===== src/rtl/core/accalu_pkg.sv =====
`timescale 1ns / 1ps

package accalu_pkg;

    localparam int DATA_W = 32;
    localparam int OPC_W  = 3;
    localparam int CNT_W  = $clog2(DATA_W);
    localparam int EXP_W  = DATA_W - 1;

    localparam logic [OPC_W-1:0] OP_ADD   = 3'd0;
    localparam logic [OPC_W-1:0] OP_SUB   = 3'd1;
    localparam logic [OPC_W-1:0] OP_MUL   = 3'd2;
    localparam logic [OPC_W-1:0] OP_DIV   = 3'd3;
    localparam logic [OPC_W-1:0] OP_MOD   = 3'd4;
    localparam logic [OPC_W-1:0] OP_NEG   = 3'd5;
    localparam logic [OPC_W-1:0] OP_POW   = 3'd6;
    localparam logic [OPC_W-1:0] OP_CLEAR = 3'd7;

    typedef enum logic [2:0] {
        ST_IDLE,
        ST_MUL,
        ST_DIV,
        ST_PW_MUL,
        ST_PW_SQR,
        ST_SIGN,
        ST_DONE
    } accalu_state_t;

    typedef struct packed {
        logic [OPC_W-1:0]         opcode;
        logic signed [DATA_W-1:0] operand;
    } accalu_cmd_t;

    typedef struct packed {
        logic signed [DATA_W-1:0] result;
        logic                     overflow;
        logic                     divide_by_zero;
    } accalu_res_t;

endpackage


===== src/rtl/core/accumulator_integer_alu.sv =====
`timescale 1ns / 1ps

// Signed 32-bit accumulator ALU.
// A request on the cmd channel (valid/ready) carries an opcode and an operand;
// the block applies the operation to its accumulator and returns the new
// accumulator value with overflow and divide-by-zero flags on the res channel.
// Requests are taken one at a time: cmd_ready is high only while the sequencer
// is idle. States passed after acceptance, before the done state:
//   add, subtract, negate, clear, and the zero-divisor and non-positive
//   exponent cases: none; they go straight from idle to done.
//   multiply: one pass through the shared 32x32 multiplier, then sign.
//   divide, modulo: one restoring shift-subtract step per bit, then sign.
//   power: a multiply and a square step per exponent bit up to the top set bit;
//   square-and-multiply alternates the single multiplier between both products.
// The next request can be taken in the cycle after its predecessor's result is
// loaded into the output register, so requests never overlap.
// The output register holds a finished result while res_ready is low; the
// sequencer then waits with the following result until that one is taken.
// Reset clears the accumulator to zero and drops res_valid.
module accumulator_integer_alu (
    input  logic                     clk,
    input  logic                     rst_n,
    input  logic                     cmd_valid,
    output logic                     cmd_ready,
    input  accalu_pkg::accalu_cmd_t  cmd,
    output logic                     res_valid,
    input  logic                     res_ready,
    output accalu_pkg::accalu_res_t  res
);

    import accalu_pkg::*;

    // Magnitude of a two's-complement word; the most negative value maps to
    // 2^31, which still fits as an unsigned 32-bit number.
    function automatic logic [DATA_W-1:0] mag(input logic [DATA_W-1:0] v);
        mag = v[DATA_W-1] ? (~v + 1'b1) : v;
    endfunction

    accalu_state_t state_reg, state_next;

    // Architectural accumulator plus the flags of the last operation.
    logic [DATA_W-1:0] acc_reg, acc_next;
    logic              ovf_reg, ovf_next;
    logic              dz_reg, dz_next;

    // Working registers of the sequencer. For divide, quo holds the dividend
    // shifting into the quotient and rem the partial remainder. For power,
    // quo holds the running square of the base and rem the running product.
    // For multiply, rem receives the product magnitude.
    logic [DATA_W-1:0] quo_reg, quo_next;
    logic [DATA_W-1:0] rem_reg, rem_next;
    logic [DATA_W-1:0] dvs_reg, dvs_next;
    logic [EXP_W-1:0]  exp_reg, exp_next;
    logic [CNT_W-1:0]  cnt_reg, cnt_next;
    logic [OPC_W-1:0]  opc_reg, opc_next;
    logic              neg_reg, neg_next;
    // Sticky marks: the true magnitude behind rem or quo exceeds 2^31.
    logic              rbig_reg, rbig_next;
    logic              bbig_reg, bbig_next;

    accalu_res_t       res_reg;
    logic              res_valid_reg, res_valid_next;

    logic              cmd_fire;
    logic              res_load;
    logic [DATA_W-1:0] opnd;
    logic              opnd_zero;
    logic [DATA_W:0]   add_sum;
    logic [DATA_W:0]   sub_dif;

    // Shared multiplier.
    logic [DATA_W-1:0]   mul_a;
    logic [DATA_W-1:0]   mul_b;
    logic [2*DATA_W-1:0] mul_p;
    logic                mul_big;

    // Restoring divider step.
    logic [DATA_W:0]   div_shift;
    logic [DATA_W+1:0] div_diff;
    logic              div_ge;

    // Sign application.
    logic [DATA_W-1:0] fin_mag;
    logic              fin_big;

    assign cmd_ready = (state_reg == ST_IDLE);
    assign cmd_fire  = cmd_valid && cmd_ready;
    assign res_load  = (state_reg == ST_DONE) && (!res_valid_reg || res_ready);
    assign res_valid = res_valid_reg;
    assign res       = res_reg;

    assign opnd      = cmd.operand;
    assign opnd_zero = (opnd == '0);
    assign add_sum   = {acc_reg[DATA_W-1], acc_reg} + {opnd[DATA_W-1], opnd};
    assign sub_dif   = {acc_reg[DATA_W-1], acc_reg} - {opnd[DATA_W-1], opnd};

    always_comb
    begin
        case (state_reg)
            ST_PW_MUL:
            begin
                mul_a = rem_reg;
                mul_b = quo_reg;
            end
            ST_PW_SQR:
            begin
                mul_a = quo_reg;
                mul_b = quo_reg;
            end
            default:
            begin
                mul_a = quo_reg;
                mul_b = dvs_reg;
            end
        endcase
    end

    assign mul_p   = mul_a * mul_b;
    assign mul_big = (|mul_p[2*DATA_W-1:DATA_W]) ||
                     (mul_p[DATA_W-1] && (|mul_p[DATA_W-2:0]));

    assign div_shift = {rem_reg, quo_reg[DATA_W-1]};
    assign div_diff  = {1'b0, div_shift} - {2'b00, dvs_reg};
    assign div_ge    = !div_diff[DATA_W+1];

    assign fin_mag = (opc_reg == OP_DIV) ? quo_reg : rem_reg;
    assign fin_big = rbig_reg;

    // Next-state logic of the sequencer.
    always_comb
    begin
        state_next = state_reg;
        case (state_reg)
            ST_IDLE:
            begin
                if (cmd_valid)
                begin
                    case (cmd.opcode)
                        OP_MUL:
                            state_next = ST_MUL;
                        OP_DIV, OP_MOD:
                            state_next = opnd_zero ? ST_DONE : ST_DIV;
                        OP_POW:
                            state_next = (opnd_zero || opnd[DATA_W-1]) ? ST_DONE : ST_PW_MUL;
                        default:
                            state_next = ST_DONE;
                    endcase
                end
            end
            ST_MUL:
                state_next = ST_SIGN;
            ST_DIV:
                state_next = (cnt_reg == CNT_W'(DATA_W - 1)) ? ST_SIGN : ST_DIV;
            ST_PW_MUL:
                state_next = ST_PW_SQR;
            ST_PW_SQR:
                state_next = (exp_reg[EXP_W-1:1] == '0) ? ST_SIGN : ST_PW_MUL;
            ST_SIGN:
                state_next = ST_DONE;
            ST_DONE:
                state_next = res_load ? ST_IDLE : ST_DONE;
            default:
                state_next = ST_IDLE;
        endcase
    end

    // Datapath updates driven by the sequencer state.
    always_comb
    begin
        acc_next  = acc_reg;
        ovf_next  = ovf_reg;
        dz_next   = dz_reg;
        quo_next  = quo_reg;
        rem_next  = rem_reg;
        dvs_next  = dvs_reg;
        exp_next  = exp_reg;
        cnt_next  = cnt_reg;
        opc_next  = opc_reg;
        neg_next  = neg_reg;
        rbig_next = rbig_reg;
        bbig_next = bbig_reg;

        case (state_reg)
            ST_IDLE:
            begin
                if (cmd_fire)
                begin
                    ovf_next  = 1'b0;
                    dz_next   = 1'b0;
                    opc_next  = cmd.opcode;
                    quo_next  = mag(acc_reg);
                    dvs_next  = mag(opnd);
                    rem_next  = '0;
                    cnt_next  = '0;
                    rbig_next = 1'b0;
                    bbig_next = 1'b0;
                    neg_next  = acc_reg[DATA_W-1] ^ opnd[DATA_W-1];
                    exp_next  = opnd[EXP_W-1:0];
                    case (cmd.opcode)
                        OP_ADD:
                        begin
                            acc_next = add_sum[DATA_W-1:0];
                            ovf_next = add_sum[DATA_W] ^ add_sum[DATA_W-1];
                        end
                        OP_SUB:
                        begin
                            acc_next = sub_dif[DATA_W-1:0];
                            ovf_next = sub_dif[DATA_W] ^ sub_dif[DATA_W-1];
                        end
                        OP_NEG:
                        begin
                            acc_next = ~acc_reg + 1'b1;
                            ovf_next = acc_reg[DATA_W-1] && (acc_reg[DATA_W-2:0] == '0);
                        end
                        OP_CLEAR:
                            acc_next = '0;
                        OP_DIV, OP_MOD:
                            dz_next = opnd_zero;
                        OP_POW:
                        begin
                            // A zero exponent gives one; a negative one keeps
                            // the accumulator.
                            if (opnd_zero)
                            begin
                                acc_next = DATA_W'(1);
                            end
                            rem_next = DATA_W'(1);
                            neg_next = acc_reg[DATA_W-1] && opnd[0];
                        end
                        default:
                        begin
                        end
                    endcase
                end
            end
            ST_MUL:
            begin
                rem_next  = mul_p[DATA_W-1:0];
                rbig_next = mul_big;
            end
            ST_DIV:
            begin
                cnt_next = cnt_reg + 1'b1;
                quo_next = {quo_reg[DATA_W-2:0], div_ge};
                rem_next = div_ge ? div_diff[DATA_W-1:0] : div_shift[DATA_W-1:0];
            end
            ST_PW_MUL:
            begin
                if (exp_reg[0])
                begin
                    rem_next  = mul_p[DATA_W-1:0];
                    rbig_next = rbig_reg || bbig_reg || mul_big;
                end
            end
            ST_PW_SQR:
            begin
                quo_next  = mul_p[DATA_W-1:0];
                bbig_next = bbig_reg || mul_big;
                exp_next  = {1'b0, exp_reg[EXP_W-1:1]};
            end
            ST_SIGN:
            begin
                if (opc_reg == OP_MOD)
                begin
                    acc_next = rem_reg;
                    ovf_next = 1'b0;
                end
                else
                begin
                    // Exactly 2^31 is in range only for a negative result.
                    acc_next = neg_reg ? (~fin_mag + 1'b1) : fin_mag;
                    ovf_next = fin_big || (fin_mag[DATA_W-1] && !neg_reg);
                end
            end
            default:
            begin
            end
        endcase
    end

    always_comb
    begin
        res_valid_next = res_valid_reg && !res_ready;
        if (res_load)
        begin
            res_valid_next = 1'b1;
        end
    end

    always_ff @(posedge clk or negedge rst_n)
    begin
        if (!rst_n)
        begin
            state_reg     <= ST_IDLE;
            res_valid_reg <= 1'b0;
            acc_reg       <= '0;
            ovf_reg       <= 1'b0;
            dz_reg        <= 1'b0;
        end
        else
        begin
            state_reg     <= state_next;
            res_valid_reg <= res_valid_next;
            acc_reg       <= acc_next;
            ovf_reg       <= ovf_next;
            dz_reg        <= dz_next;
        end
    end

    always_ff @(posedge clk)
    begin
        quo_reg  <= quo_next;
        rem_reg  <= rem_next;
        dvs_reg  <= dvs_next;
        exp_reg  <= exp_next;
        cnt_reg  <= cnt_next;
        opc_reg  <= opc_next;
        neg_reg  <= neg_next;
        rbig_reg <= rbig_next;
        bbig_reg <= bbig_next;
        if (res_load)
        begin
            res_reg.result         <= acc_reg;
            res_reg.overflow       <= ovf_reg;
            res_reg.divide_by_zero <= dz_reg;
        end
    end

endmodule


===== config.mk =====
export PLATFORM = sky130hd
export DESIGN_NAME = accumulator_integer_alu
export DESIGN_NICKNAME = d
export VERILOG_FILES = /design/src/rtl/core/accalu_pkg.sv /design/src/rtl/core/accumulator_integer_alu.sv
export SDC_FILE = /design/constraint.sdc
export NUM_CORES = 2
export LEC_CHECK = 0
export BUFFER_PORTS_ARGS = -buffer_cell sky130_fd_sc_hd__buf_2
export CAP_MARGIN = 0
export CELL_PAD_IN_SITES_DETAIL_PLACEMENT = 0
export CELL_PAD_IN_SITES_GLOBAL_PLACEMENT = 1
export CORE_ASPECT_RATIO = 1.4
export CORE_UTILIZATION = 52
export DETAILED_ROUTE_END_ITERATION = 8
export PLACE_DENSITY_LB_ADDON = 0.1
export SLEW_MARGIN = 0
export SYNTH_ARGS = -nofsm -noshare
export SYNTH_HDL_FRONTEND = slang
export SYNTH_SLANG_ARGS = --single-unit

===== constraint.sdc =====
create_clock -name clk -period 14.56 [get_ports clk]
set_input_delay 3.64 -clock clk [delete_from_list [all_inputs] [get_ports clk]]
set_output_delay 3.64 -clock clk [all_outputs]
set_load 0.02 [all_outputs]

==> impl_metrics.py <==
metrics = {
    "placed_design": {
        "pre_cts_slack_ns": 2.82,
        "io_buffer_count": 74,
        "hpwl_mm": 153,
        "place.gp.congestion": 1.02,
    },
    "sta": {
        "finalHoldViolCount": 0,
        "fin_crit_sh_pct": 81.9,
        "max_slew_margin_pct": 21.2,
        "fmax_ghz": 0.0839,
        "rsz0062_at_grt": "false",
        "drv_slew": 0,
        "hold_ws_ns": 0.531,
        "min_period_ns": 11.92,
        "fin_ws_ns": 2.64,
        "worstMarginPinSlew_ns": 1.18,
        "setup_viol_count_final": 0,
        "setup_tns_ns": 0,
        "final.setup_skew_ns": 0.0292,
    },
    "worst_setup_path": {
        "arrival_ns": 12.18,
        "crit_top_cell": "fa_1",
        "critPathMaxStageDelay_ns": 0.92,
        "cp-start-kind": "flip-flop",
        "cp_max_fo": 64,
        "path_class": "flip-flop to flip-flop",
        "worstPathRequired_ns": 14.83,
        "slowest_stage": "a2111oi_0",
        "endpoint_kind": "flip-flop",
    },
    "power": {
        "ir_drop_mv": 0.0899,
        "powerDensity_nw_per_um2": 25.4,
        "leakage_uw": 0.0240,
    },
    "cells_and_area": {
        "drive_above_1_share_pct": 6.66,
        "nets": 6989,
        "utilization_pct": 55.1,
        "largest_reg_flops": 34,
        "area_growth_pct": 5.10,
    },
    "global_routing": {
        "track_usage_pct": 40.0,
        "grt_antenna_before_repair": 4,
        "gr-total-overflow": 0,
        "grt_max_degree": 65,
        "grt_pass1_wl_mm": 290,
        "grt_pass1_vias": 45700,
    },
    "synth": {
        "synth.avg_cell_area_sq_um": 8.70,
        "synth_edf_count": 172,
        "syn_area_sq_um": 50700,
        "ys_types": 88,
        "yosys_warnings": 0,
        "synth_seq_area_share_pct": 12.1,
        "synthFlopType": "edfxtp_1",
        "synth_seq_cells": 210,
        "synthCells": 5829,
        "synthesis.nets": 7132,
        "async_flop_share_pct": 18.1,
    },
    "die": {
        "coreArea_sq_um": 96600,
        "die_area_sq_um": 98800,
        "start_util_pct": 52.5,
        "die_h_microns": 371,
        "die_width_microns": 266,
        "ios": 75,
        "row_count": 135,
    },
    "cts": {
        "clk_latency_ns": 0.57,
        "cts_sinks": 210,
        "cts_buffers": 22,
        "clkTransAtPathRegs_ns": 0.07,
        "post_cts_resized": 0,
        "root_buffer": "clkbuf_16",
        "cts.path.max_buffers": 3,
        "cts_tree": "yes",
        "cts_max_level": 1,
        "cts_hold_buf": 0,
        "cts_setup_buffers": 0,
    },
    "detailed_routing": {
        "via_per_inst": 6.21,
        "vias": 43500,
        "dr_wl_met2_mm": 95.2,
        "met1_length_mm": 68.4,
        "highest_layer": "met5",
        "drt-total-wl_mm": 194,
        "first_pass_iters": 6,
        "ant_nets": 0,
        "wl_met3_mm": 13.8,
        "wl_per_cell_microns": 27.7,
        "drc": 0,
        "drtIter0Drc": 3583,
    },
    "min_path": {
        "min_path_type": "flip-flop to flip-flop",
    },
    "outcome": {
        "status": "complete, no violations",
    },
    "run": {
        "maxCapViolations": 0,
    },
}
-- power breakdown --
part	leakage [uW]	switching (uW)	internal, uW
sequential	0.00210	0.00000000000000843	644
combinational	0.0215	70.5	34.2
clock	0.000353	283	320
total	0.0240	354	999
-- cells by family after synthesis --
logic type                 synth area share (%)
muxes                                      3.62
buffers and inverters                      8.64
xor gates and xnor gates                   2.97
AOI/OAI and AO/OA                          12.3
and+or+nand+nor                            15.9
adders and majority gates                  44.5
DFF                                        12.1
-- routing by layer --
metal  track usage, %  up-vias
met4             29.3        8
met2             69.1     2031
met1             44.7    22100
li1                 -    18700
met3             6.06      675
met5                0        -
-- cell type report --
type	count	area [sq um]
Inverter	822	3090
Tap cell	1301	1630
Multi-Input combinational cell	4457	40600
Timing Repair Buffer	173	1130
Fill cell	9241	43300
Sequential cell	210	6120
Clock buffer	27	611
Antenna cell	2	5.00
Clock inverter	13	111
-- per-stage QoR --
stage,instance area (sq um),cells,total power (uW)
final,53300,7005,1350
after global routing,53300,7003,1380
after CTS,53300,7003,1360
after detailed placement,52600,6963,760
after global placement,52600,6963,760
after floorplan,50700,5829,720
-- synthesized netlist by cell type (11+ instances only) --
cell	n	area (sq um)
nor2b_1	24	150
o31ai_1	42	315
edfxtp_1	172	5160
o221ai_1	42	368
mux2i_1	109	1090
buf_1	23	86.3
nand2b_1	28	175
ha_1	365	4570
or4_1	13	97.6
a22oi_1	18	135
o21ai_0	210	1050
a211o_1	17	149
nand3_1	42	210
xor2_1	66	578
o21a_1	24	180
o2111ai_1	14	123
dfrtp_1	38	951
nor4_1	27	169
a21o_1	78	586
a221oi_1	18	158
o211ai_1	34	255
nor3_1	81	405
nor2_1	805	3020
o21bai_1	37	278
clkbuf_1	307	1150
and3_1	21	131
and2_1	21	131
fa_1	899	18000
or2_2	15	93.8
or3_1	39	244
o22ai_1	45	282
a211oi_1	24	180
nand2_1	708	2660
mux2_2	66	743
a221o_1	14	140
a21oi_1	221	1110
xnor2_1	104	911
a2111oi_0	11	96.3
a31oi_1	27	169
inv_1	820	3080
nand4_1	41	257
-- critical path, delay by kind of cell, from the launching register on --
kind,cells,cell delay (ns)
and+or+nand+nor,8,2.50
AOI/OAI and AO/OA,6,1.80
DFF,1,0.87
adders and majority gates,9,4.16
buffers and inverters,8,1.07
xor gates and xnor gates,1,0.31
muxes,1,0.82
-- placed cells by master (no fill, tap or decap), drive strengths merged, types with 109 or more instances in the layout --
| cell type | Yosys | final |
|---|---|---|
| a21oi | 222 | 222 |
| buf | 31 | 173 |
| edfxtp | 172 | 172 |
| fa | 899 | 899 |
| ha | 365 | 365 |
| inv | 820 | 822 |
| mux2i | 109 | 109 |
| nand2 | 708 | 708 |
| nor2 | 806 | 806 |
| o21ai | 212 | 212 |
-- final timing paths --
kind | startpoint | end | slack [ns] | cells past startpoint
worst min register to register | ovf_reg | res[1] | 0.53 | 0
max in group asynchronous | rst_n | acc_reg[3] | 10.61 | 1
worst min-delay path | ovf_reg | res[1] | 0.53 | 0
worst max register to register | state_reg[2] | bbig_reg | 2.64 | 33
min in group asynchronous | rst_n | acc_reg[26] | 3.26 | 1
worst max-delay path | state_reg[2] | bbig_reg | 2.64 | 33
Power figures use the tool's default switching activity.
